## src/rtl/sacf_pkg.sv

```systemverilog
// Shared constants and types for the set-associative cache model.
`default_nettype none
package sacf_pkg;
    localparam int NUM_SETS_DEF   = 64;
    localparam int NUM_WAYS_DEF   = 8;
    localparam int ADDR_WIDTH_DEF = 48;
    localparam int ADDR_IN_W      = 48;
    localparam int CNT_W          = 32;

    // configuration register indexes
    localparam logic [1:0] REG_OFFSET_BITS = 2'd0;
    localparam logic [1:0] REG_SET_BITS    = 2'd1;
    localparam logic [1:0] REG_WAY_BITS    = 2'd2;
    localparam logic [1:0] REG_INDEX_MODE  = 2'd3;

    // controller to datapath commands
    typedef struct packed {
        logic load;     // capture input beat, start tag read
        logic update;   // compare, write back, register result
    } t_ctl_cmd;
endpackage
`default_nettype wire

```

## src/rtl/sacf_ctrl.sv

```systemverilog
// Controller: sequences lookup and update for one access at a time.
`default_nettype none
module sacf_ctrl
    import sacf_pkg::*;
(
    input  wire logic i_clk,
    input  wire logic i_rst_n,
    input  wire logic i_clearing,
    input  wire logic i_valid,
    output logic      o_stall,
    output logic      o_valid,
    input  wire logic i_stall,
    output logic      o_idle,
    output t_ctl_cmd  o_cmd
);
    localparam logic [1:0] ST_IDLE = 2'd0;
    localparam logic [1:0] ST_LOOK = 2'd1;
    localparam logic [1:0] ST_OUT  = 2'd2;

    logic [1:0] r_state, n_state;
    logic       out_free;

    // the result register may be reloaded when it is empty or being taken
    assign out_free = (r_state != ST_OUT) || !i_stall;
    assign o_valid  = (r_state == ST_OUT);
    assign o_stall  = i_clearing ||
                      !((r_state == ST_IDLE) || (r_state == ST_OUT && !i_stall));
    assign o_idle   = (r_state == ST_IDLE) && !i_clearing;
    assign o_cmd.load   = i_valid && !o_stall;
    assign o_cmd.update = (r_state == ST_LOOK);

    always_comb begin
        n_state = r_state;
        unique case (r_state)
            ST_IDLE: if (o_cmd.load) n_state = ST_LOOK;
            ST_LOOK: n_state = ST_OUT;
            ST_OUT: begin
                if (out_free) n_state = i_valid ? ST_LOOK : ST_IDLE;
            end
            default: n_state = ST_IDLE;
        endcase
    end

    always_ff @(posedge i_clk) begin
        if (!i_rst_n) r_state <= ST_IDLE;
        else          r_state <= n_state;
    end
endmodule
`default_nettype wire

```

## config.mk

```make
export PLATFORM = sky130hd
export DESIGN_NAME = sacf_ctrl
export DESIGN_NICKNAME = d
export VERILOG_FILES = /design/src/rtl/sacf_pkg.sv /design/src/rtl/sacf_ctrl.sv
export SDC_FILE = /design/constraint.sdc
export NUM_CORES = 1
export LEC_CHECK = 0
export BUFFER_PORTS_ARGS = -buffer_cell sky130_fd_sc_hd__buf_2
export CORE_AREA = 2 2 39 41
export CTS_CLUSTER_SIZE = 40
export DETAILED_ROUTE_END_ITERATION = 10
export DIE_AREA = 0 0 41 43
export HOLD_SLACK_MARGIN = 0.02
export PLACE_DENSITY = 0.32
export SYNTH_ARGS = -nofsm -noshare
export SYNTH_HDL_FRONTEND = slang
export SYNTH_SLANG_ARGS = --single-unit
```

## constraint.sdc

```tcl
create_clock -name i_clk -period 2.2 [get_ports i_clk]
set_clock_uncertainty 0.2 [all_clocks]
set_input_delay 0.33 -clock i_clk [delete_from_list [all_inputs] [get_ports i_clk]]
set_output_delay 0.33 -clock i_clk [all_outputs]
set_load 0.02 [all_outputs]
```

Yosys cells after proc, flatten, opt, wreduce, memory -nomap -nowiden
Index checks and enable logic that the tools add are counted.
{"block": "op_classes", "n_mux": 4, "n_reduce_logical": 12, "n_eq_ne": 5}
{"op": "$pmux W2 S3", "n": 1}
{"op": "$logic_not A1 Y1", "n": 4}
{"op": "$mux W2", "n": 2}
{"op": "$ne A2 B2 Y1 const B", "n": 2}
{"op": "$logic_and A1 B1 Y1", "n": 3}
{"op": "$logic_or A1 B1 Y1", "n": 3}
{"op": "$eq A2 B1 Y1 const B", "n": 1}
{"op": "$eq A2 B2 Y1 const B", "n": 1}
{"op": "$logic_not A2 Y1", "n": 1}
{"op": "$ne A2 B1 Y1 const B", "n": 1}
{"op": "$reduce_and A2 Y1", "n": 1}
{"op": "$mux W1", "n": 1}
{"block": "word_totals", "register_bits": 2, "output_inout_bits": 5, "elab_cells": 22, "in_bits": 5}

Logic depth before layout (Yosys ltp)
Gate-level depths: netlist of the first run.
{"block": "depth", "word_depth": 9, "mapped_depth": 2, "ltp_nobuf": 2}

Least setup slack after synthesis of the first run
OpenSTA, ideal clock, no wires.
{"block": "synth_timing", "path_type": "input port to output port", "startpoint": "input i_stall", "endpoint": "output o_cmd[1] in the netlist's numbering", "path_buffers": 0, "t_required_ps": 1670, "slack_ps": 696, "t_arrival_ps": 974, "cell_stages": 2, "path_cell_list": "and2_4 nor3_1"}
{"element": "start, declared", "line": "sacf_ctrl.sv:12", "source": "input wire logic i_stall,"}
{"element": "end, declared", "line": "sacf_ctrl.sv:14", "source": "output t_ctl_cmd o_cmd"}

Final worst setup path of the first run
{"block": "layout_timing", "startpoint": "register r_state[1]", "endpoint": "output o_stall"}
{"block": "layout_via", "elab_chain_len": 5, "word_cells_on_any_way": 6, "classes_between": "eq/ne: 1; reduce/logical: 5"}
{"element": "start, declared", "line": "sacf_ctrl.sv:20", "source": "logic [1:0] r_state, n_state;"}
{"element": "start signal, assigned", "line": "sacf_ctrl.sv:46", "source": "else r_state <= n_state;"}
{"element": "$eq A2 B2 Y1", "line": "sacf_ctrl.sv:27", "source": "!((r_state == ST_IDLE) || (r_state == ST_OUT && !i_stall));"}
{"element": "$logic_and A1 B1 Y1", "line": "sacf_ctrl.sv:27"}
{"element": "$logic_or A1 B1 Y1 (*)", "line": "sacf_ctrl.sv:27"}
{"element": "$logic_not A1 Y1 (*)", "line": "sacf_ctrl.sv:27"}
{"element": "$logic_or A1 B1 Y1 (*)", "line": "sacf_ctrl.sv:26", "source": "assign o_stall = i_clearing ||"}
{"element": "end, declared", "line": "sacf_ctrl.sv:10", "source": "output logic o_stall,"}
Mark *: on every way between the ends. The rest lies on a longest branch, timed or not.

==> results of run 1 <==
## synth_stat cells (all sizes together)
| cell type | instances | area share (%) |
|---|---|---|
| a22o | 1 | 6.8 |
| and2 | 1 | 6.8 |
| and2b | 1 | 5.8 |
| buf | 1 | 5.8 |
| dfxtp | 2 | 31 |
| nand2b | 1 | 4.9 |
| nor2b | 3 | 15 |
| nor3 | 2 | 7.8 |
| nor4b | 1 | 12 |
| or3 | 1 | 4.9 |
## stage by stage
step           power (uW)  setup slack, ns
2_1_floorplan        58.6            0.696
4_1_cts               156            0.482
5_1_grt               159            0.441
6_report              149            0.493
3_3_place_gp         67.7            0.624
3_5_place_dp         68.2            0.627
## layer usage
metal / up-vias / GRT usage, % / part of all wire (%) / wire [um]
li1: 72 / - / - / -
met1: 55 / 6.07 / 54 / 177
met2: 10 / 4.69 / 26 / 86
met3: 2 / 4.71 / 18 / 58
met4: 0 / 6.00 / 1.2 / 4
met5: - / 0 / 0 / 0
## cell families (layout without fill, tap and decap cells)
family	after synthesis	after routing	synth area share, %
AND/OR/NAND/NOR	10	10	56.3
AO/OA/AOI/OAI	1	1	6.80
buffers and inverters	1	12	5.83
flip-flops	2	2	31.1
## placed cells by master (no fill, tap or decap)
cell,count
or3_1,1
nor3_1,2
dfxtp_1,2
buf_2,9
nor4b_2,1
clkbuf_4,3
nand2b_1,1
a22o_1,1
nor2b_1,3
and2b_1,1
and2_4,1
## layout make-up
type,instances,area share [%]
well taps,16,9.58
repair buffers,9,21.6
clock buffers,3,10.8
flip-flops and latches,2,19.2
multi-input cells,11,38.9
## worst max-delay path, delay by kind of cell, from the launching register on
kind | cells | cell delay (ns)
simple gates | 2 | 0.46
buf+inv | 1 | 0.16
flops | 1 | 0.33
## power by group through the flow
stage               Sequential [uW]  Clock, uW  Combinational, uW
finish                         40.3       81.3               27.6
global placement               40.5          0               27.2
global route                   40.7       88.3               29.9
detailed placement             40.8          0               27.5
floorplan                      40.2          0               18.4
CTS                            40.3       87.9               27.6
## worst min path at each step
stage | cells past startpoint | slack, ns | startpoint | to
finish | 2 | 0.15 | i_rst_n | r_state[1]
global route | 2 | 0.17 | i_rst_n | r_state[1]
CTS | 2 | 0.14 | i_rst_n | r_state[1]
detailed placement | 2 | 0.38 | i_rst_n | r_state[1]
global placement | 2 | 0.37 | r_state[1] | r_state[0]
floorplan | 1 | 0.26 | i_rst_n | r_state[1]
==> results_dict.tcl, run 1 <==
set metrics [dict create \
    max_freq_mhz 586 \
    p_int_uw 111 \
    rsz0062_at_grt "no" \
    final-hold-violation-count 0 \
    ys_warn_count 0 \
    placedCellCount 38 \
    dieHeight_um 43 \
    cp_slowest_cell "dfxtp_1" \
    synth-seq-area-share_pct 31.1 \
    finalSetupTns_ns 0 \
    power.share.switching_pct 25.7 \
    syn_nets 19 \
    die_w_um 41 \
    place.gp.congestion 0.557 \
    core_area_um2 1380 \
    drive_gt1_share_pct 56.0 \
    overflow 0 \
    startpoint "r_state[1]" \
    final_nets 32 \
    combPwrFrac_pct 18.5 \
    slowest_delay_ns 0.33 \
    worst_ir_drop_vdd_mv 0.127 \
    instances_no_fill 41 \
    cts_buffer_depth 2 \
    worstMarginPinSlew_ns 0.175 \
    cp-start-kind "register" \
    postRouteWirelength_um 327 \
    p_clk_share_pct 54.5 \
    final.fill_count 156 \
    ys_seq_elements 2 \
    r2r-end "r_state[1]" \
    tritoncts "built" \
    cts_inserted_buffers 3 \
    drt_iter0_markers 6 \
    clock_latency_ns 0.22 \
    initial_core_util_pct 9.31 \
    min_period_ns 1.71 \
    r2r_start "r_state[1]" \
    setup_viol 0 \
    pin_count 10 \
    n_antenna_cell 0 \
    rr_worst_depth 2 \
    port_buffers 9 \
    p_seq_share_pct 27.0 \
    hold_class "in2reg" \
    antenna_found_initial 0 \
    path_clk_slew_ns 0.03 \
    utilization_pct 15.1 \
    clock_sinks 2 \
    ctsRootBufferMaster "clkbuf_4" \
    endpoint_kind "output pin" \
    synth_area_um2 129 \
    dieArea_um2 1760 \
    drt-vias-per-instance 3.39 \
    slew-limit-headroom_pct 88.3 \
    post-route-drc-count 0 \
    largest_register_ffs 2 \
    grt_max_degree 7 \
    arrival_ns 1.18 \
    drv_cap 0 \
    crit_end "o_stall" \
    place_area_um2 186 \
    crit_chain "and2_4, or3_1, buf_2" \
    multiInputGateArea_um2 81.3 \
    cp_data_required_time_ns 1.67 \
    cts-hold-fix-buffers 0 \
    worstSetupPathType "reg2out" \
    seq_area_um2 40.0 \
    power.switching_uw 38.4 \
    first_global_vias 142 \
    total_leakage_power_uw 0.000104 \
    r2r_setup_slack_ns 1.09 \
    cts_resized 0 \
    reg.largest.list "r_state (2)" \
    htreeDepth 1 \
    final_antenna_net_count 0 \
    holdWs_ns 0.153 \
    regMostFlops "r_state" \
    post_cts_buffers 0 \
    grt_pass1_wl_um 538 \
    fin_area_um2 209 \
    rows 14 \
    track_usage_pct 5.21 \
    area_delta_synth_final_pct 62.1 \
    fin_crit_sh_pct 77.6 \
    synth_cell_types 10 \
    drv_slew 0 \
    num_vias 139 \
    status "finished clean" \
    firstDrtPassIters 2 \
    worstPathMaxFanout 5 \
    wl_per_cell_um 7.98 \
    synthCells 14 \
    powerDensity_nw_per_um2 714 \
    dpl.hpwl_um 251 \
    syn_area_per_cell_um2 9.21 \
]
No activity file was read; power rests on OpenSTA's default activity.
==> inputs of run 2 (changes only) <==
Clock period 2.2 ns to 1.77 ns, I/O delays scaled along.
==> run 2 against run 1 <==
  * Clock power grew 24%
  * Combinational power is 24% higher
  * Total power is 24% higher
  * Non-clock buffer count is the same
  * Routed wire length up 3.1%
  * Critical path depth did not move
  * Hold slack lost 0.058 ns
  * Register-to-register slack got worse by 0.43 ns
  * Critical endpoint unchanged
==> results_dict.tcl, run 2 (same netlist as run 1, synthesis figures left out) <==
set metrics [dict create \
    cts-hold-fix-buffers 0 \
    drive_gt1_share_pct 56.0 \
    place_area_um2 186 \
    worstSetupPathType "reg2out" \
    antenna_found_initial 0 \
    largest_register_ffs 2 \
    mostFrequentLayoutCell "buf_2" \
    final_antenna_net_count 0 \
    drv_slew 0 \
    num_vias 137 \
    wl_per_cell_um 8.22 \
    grt_max_degree 7 \
    cts_resized 0 \
    worstMarginPinSlew_ns 0.175 \
    cts_buffer_depth 2 \
    clock_latency_ns 0.22 \
    first_global_vias 137 \
    firstDrtPassIters 2 \
    postRouteWirelength_um 337 \
    r2r_start "r_state[1]" \
    dieHeight_um 43 \
    htreeDepth 1 \
    die_w_um 41 \
    status "finished clean" \
    regMostFlops "r_state" \
    worstPathMaxFanout 5 \
    core_area_um2 1380 \
    cts_inserted_buffers 3 \
    cp-start-kind "register" \
    slew-limit-headroom_pct 88.3 \
    clock_sinks 2 \
    rows 14 \
    initial_core_util_pct 9.31 \
    r2r-end "r_state[1]" \
    track_usage_pct 5.62 \
    holdWs_ns 0.0955 \
    drt-vias-per-instance 3.34 \
    worst_ir_drop_vdd_mv 0.164 \
    rr_worst_depth 2 \
    powerDensity_nw_per_um2 887 \
    drv_cap 0 \
    cp_data_required_time_ns 1.30 \
    r2r_setup_slack_ns 0.66 \
    grt_pass1_wl_um 545 \
    drt_iter0_markers 1 \
    overflow 0 \
    post-route-drc-count 0 \
    holdPathEnd "r_state[1]" \
    hp-start "i_rst_n" \
    pin_count 10 \
    fin_area_um2 209 \
    place.gp.congestion 0.559 \
    port_buffers 9 \
    final_nets 32 \
    area_delta_synth_final_pct 62.1 \
    hold_class "in2reg" \
    min_period_ns 1.63 \
    layout_common_cells "buf_2 (9), nor2b_1 (3), clkbuf_4 (3)" \
    dieArea_um2 1760 \
    post_cts_buffers 0 \
    arrival_ns 1.17 \
    ctsRootBufferMaster "clkbuf_4" \
    min_path_cells 2 \
    path_clk_slew_ns 0.03 \
    fin_crit_sh_pct 92.2 \
    endpoint_kind "output pin" \
    reg.largest.list "r_state (2)" \
    n_antenna_cell 0 \
    tritoncts "built" \
    setup_viol 0 \
    final-hold-violation-count 0 \
    rsz0062_at_grt "no" \
    max_freq_mhz 613 \
    total_leakage_power_uw 0.000104 \
    finalSetupTns_ns 0 \
]
run 2: cell counts in the layout (fill, tap and decap cells not counted):
Identical to the previous run, type by type.
run 2: report_power, final:
part / internal (uW) / switching [uW]
sequential: 47.6 / 2.42
clock: 74.8 / 26.2
combinational: 15.3 / 18.9
run 2: worst max-delay path by stage:
stage / startpoint / endpoint / slack, ns / cells after the start
after global placement: i_stall / o_stall / 0.33 / 4
after detailed placement: i_stall / o_stall / 0.34 / 4
final: r_state[1] / o_stall / 0.14 / 3
after CTS: r_state[1] / o_stall / 0.13 / 3
after floorplan: r_state[1] / o_cmd[1] / 0.35 / 2
after global routing: r_state[1] / o_stall / 0.07 / 3
run 2: layer usage:
| layer | wire length, um | track usage, % | up-vias | part of all wire, % |
|---|---|---|---|---|
| met5 | 0 | 0 | - | 0 |
| met3 | 54 | 3.14 | 2 | 16 |
| met4 | 15 | 10.0 | 0 | 4.5 |
| met2 | 102 | 4.69 | 12 | 30 |
| met1 | 164 | 6.43 | 52 | 49 |
| li1 | - | - | 71 | - |
run 2: per-stage QoR:
stage               setup slack [ns]  total power, uW  util (%)  std cells
floorplan                      0.353             72.8         -         14
global placement               0.326             84.1      13.5         38
detailed placement             0.337             84.8      13.5         38
CTS                            0.125              192      15.1         41
global route                  0.0725              198      15.1         41
finish                         0.138              185      15.1         41
run 2: critical path, cell delays in order, from the launching register on:
cell and delay (ns):
dfxtp_1 0.33, and2_4 0.16, or3_1 0.29, buf_2 0.16
run 2: layout make-up:
type	count	area (um^2)
fill	156	1170
multi-input combinational	11	81.3
timing repair buffer	9	45.0
sequential	2	40.0
clock buffer	3	22.5
tap	16	20.0
==> inputs of run 3 (changes only) <==
Settings changed: RECOVER_POWER set to 25.
==> run 3 against run 2 <==
  * Utilization is 0.45 points lower
  * Combinational power is 3% lower
  * Sequential power hardly changed
  * Global-route usage stayed put
  * Largest cell class unchanged
  * Via count is 1.5% higher
  * Final area is 3.0% lower
  * First-iteration DRC count stayed put
  * Worst setup slack better by 0.0031 ns
  * Hold slack hardly changed
  * Largest power group unchanged
  * Cell count stayed put
  * Count of clock-buffer cells in the layout stayed put
  * Die area stayed put
==> results_dict.tcl, run 3 (same netlist as run 1, synthesis figures left out) <==
set metrics [dict create \
    place.gp.congestion 0.559 \
    initial_core_util_pct 9.31 \
    final_nets 32 \
    layout_common_cells "buf_2 (9), nor2b_1 (3), clkbuf_4 (3)" \
    p_total_uw 184 \
    regMostFlops "r_state" \
    area_delta_synth_final_pct 57.3 \
    slew-limit-headroom_pct 84.8 \
    max_freq_mhz 614 \
    min_period_ns 1.63 \
    ctsRootBufferMaster "clkbuf_4" \
    total_leakage_power_uw 0.000102 \
    path_clk_slew_ns 0.03 \
    clock_sinks 2 \
    final-hold-violation-count 0 \
    drv_cap 0 \
    worstMarginPinSlew_ns 0.224 \
    startpoint "r_state[1]" \
    setup_viol 0 \
    r2r_start "r_state[1]" \
    cts-hold-fix-buffers 0 \
    grt_max_degree 7 \
    rsz0062_at_grt "no" \
    status "finished clean" \
    final_antenna_net_count 0 \
    first_global_vias 137 \
    overflow 0 \
    drt_iter0_markers 1 \
    drt-vias-per-instance 3.39 \
    die_w_um 41 \
    fin_crit_sh_pct 92.0 \
    track_usage_pct 5.62 \
    grt_pass1_wl_um 545 \
    cp_data_required_time_ns 1.30 \
    port_buffers 9 \
    mostFrequentLayoutCell "buf_2" \
    worst_ir_drop_vdd_mv 0.165 \
    endpoint_kind "output pin" \
    num_vias 139 \
    finalSetupTns_ns 0 \
    dieHeight_um 43 \
    cp-start-kind "register" \
    post-route-drc-count 0 \
    arrival_ns 1.16 \
    clock_latency_ns 0.22 \
    rows 14 \
    utilization_pct 14.6 \
    postRouteWirelength_um 343 \
    cts_resized 0 \
    tritoncts "built" \
    n_antenna_cell 0 \
    post_cts_buffers 0 \
    largest_register_ffs 2 \
    drive_gt1_share_pct 52.0 \
    htreeDepth 1 \
    cts_buffer_depth 2 \
    powerDensity_nw_per_um2 910 \
    reg.largest.list "r_state (2)" \
    worstPathMaxFanout 5 \
    worstSetupPathType "reg2out" \
    hold_class "in2reg" \
    firstDrtPassIters 2 \
    dieArea_um2 1760 \
    hp-start "i_rst_n" \
    cts_inserted_buffers 3 \
    core_area_um2 1380 \
    drv_slew 0 \
    pin_count 10 \
    wl_per_cell_um 8.37 \
    antenna_found_initial 0 \
]
## run 3: cell types whose count changed in the layout (fill, tap and decap cells not counted)
cell / change
nor4b_2: -1
nor4b_1: +1
## run 3: critical path, cell delays in order (launching register included)
cell	delay [ns]
dfxtp_1	0.33
and2_4	0.16
or3_1	0.29
buf_2	0.16
## run 3: path summary, 6_finish.rpt
kind	end	slack (ns)	cells past startpoint
worst min register to register	r_state[0]	0.35	2
worst max-delay path	o_stall	0.14	3
worst min-delay path	r_state[1]	0.1	2
worst max register to register	r_state[1]	0.66	2
## run 3: power breakdown
part           internal [uW]  switching (uW)  total (uW)
combinational           14.7            18.3        33.1
sequential              47.6            2.40        50.0
clock                   74.8            26.6         101
## run 3: final cells by class
cell class | count | area [um^2]
repair buffers | 9 | 45.0
well taps | 16 | 20.0
multi-input cells | 11 | 75.1
fillers | 158 | 1180
clock buffers | 3 | 22.5
flip-flops and latches | 2 | 40.0
## run 3: through the flow
step | hold slack, ns | area, um^2 | setup slack (ns) | cells
3_5_place_dp | 0.319 | 186 | 0.337 | 38
2_1_floorplan | 0.198 | 129 | 0.353 | 14
6_report | 0.0959 | 203 | 0.141 | 41
5_1_grt | 0.0948 | 203 | 0.0766 | 41
3_3_place_gp | 0.309 | 186 | 0.326 | 38
4_1_cts | 0.0861 | 209 | 0.125 | 41
## run 3: metal layers
metal	wire, um	up-vias	global-route usage [%]	share of wire [%]
li1	-	72	-	-
met3	54	2	3.14	16
met2	102	12	4.69	30
met1	170	53	6.43	50
met5	0	-	0	0
met4	15	0	10.0	4.4
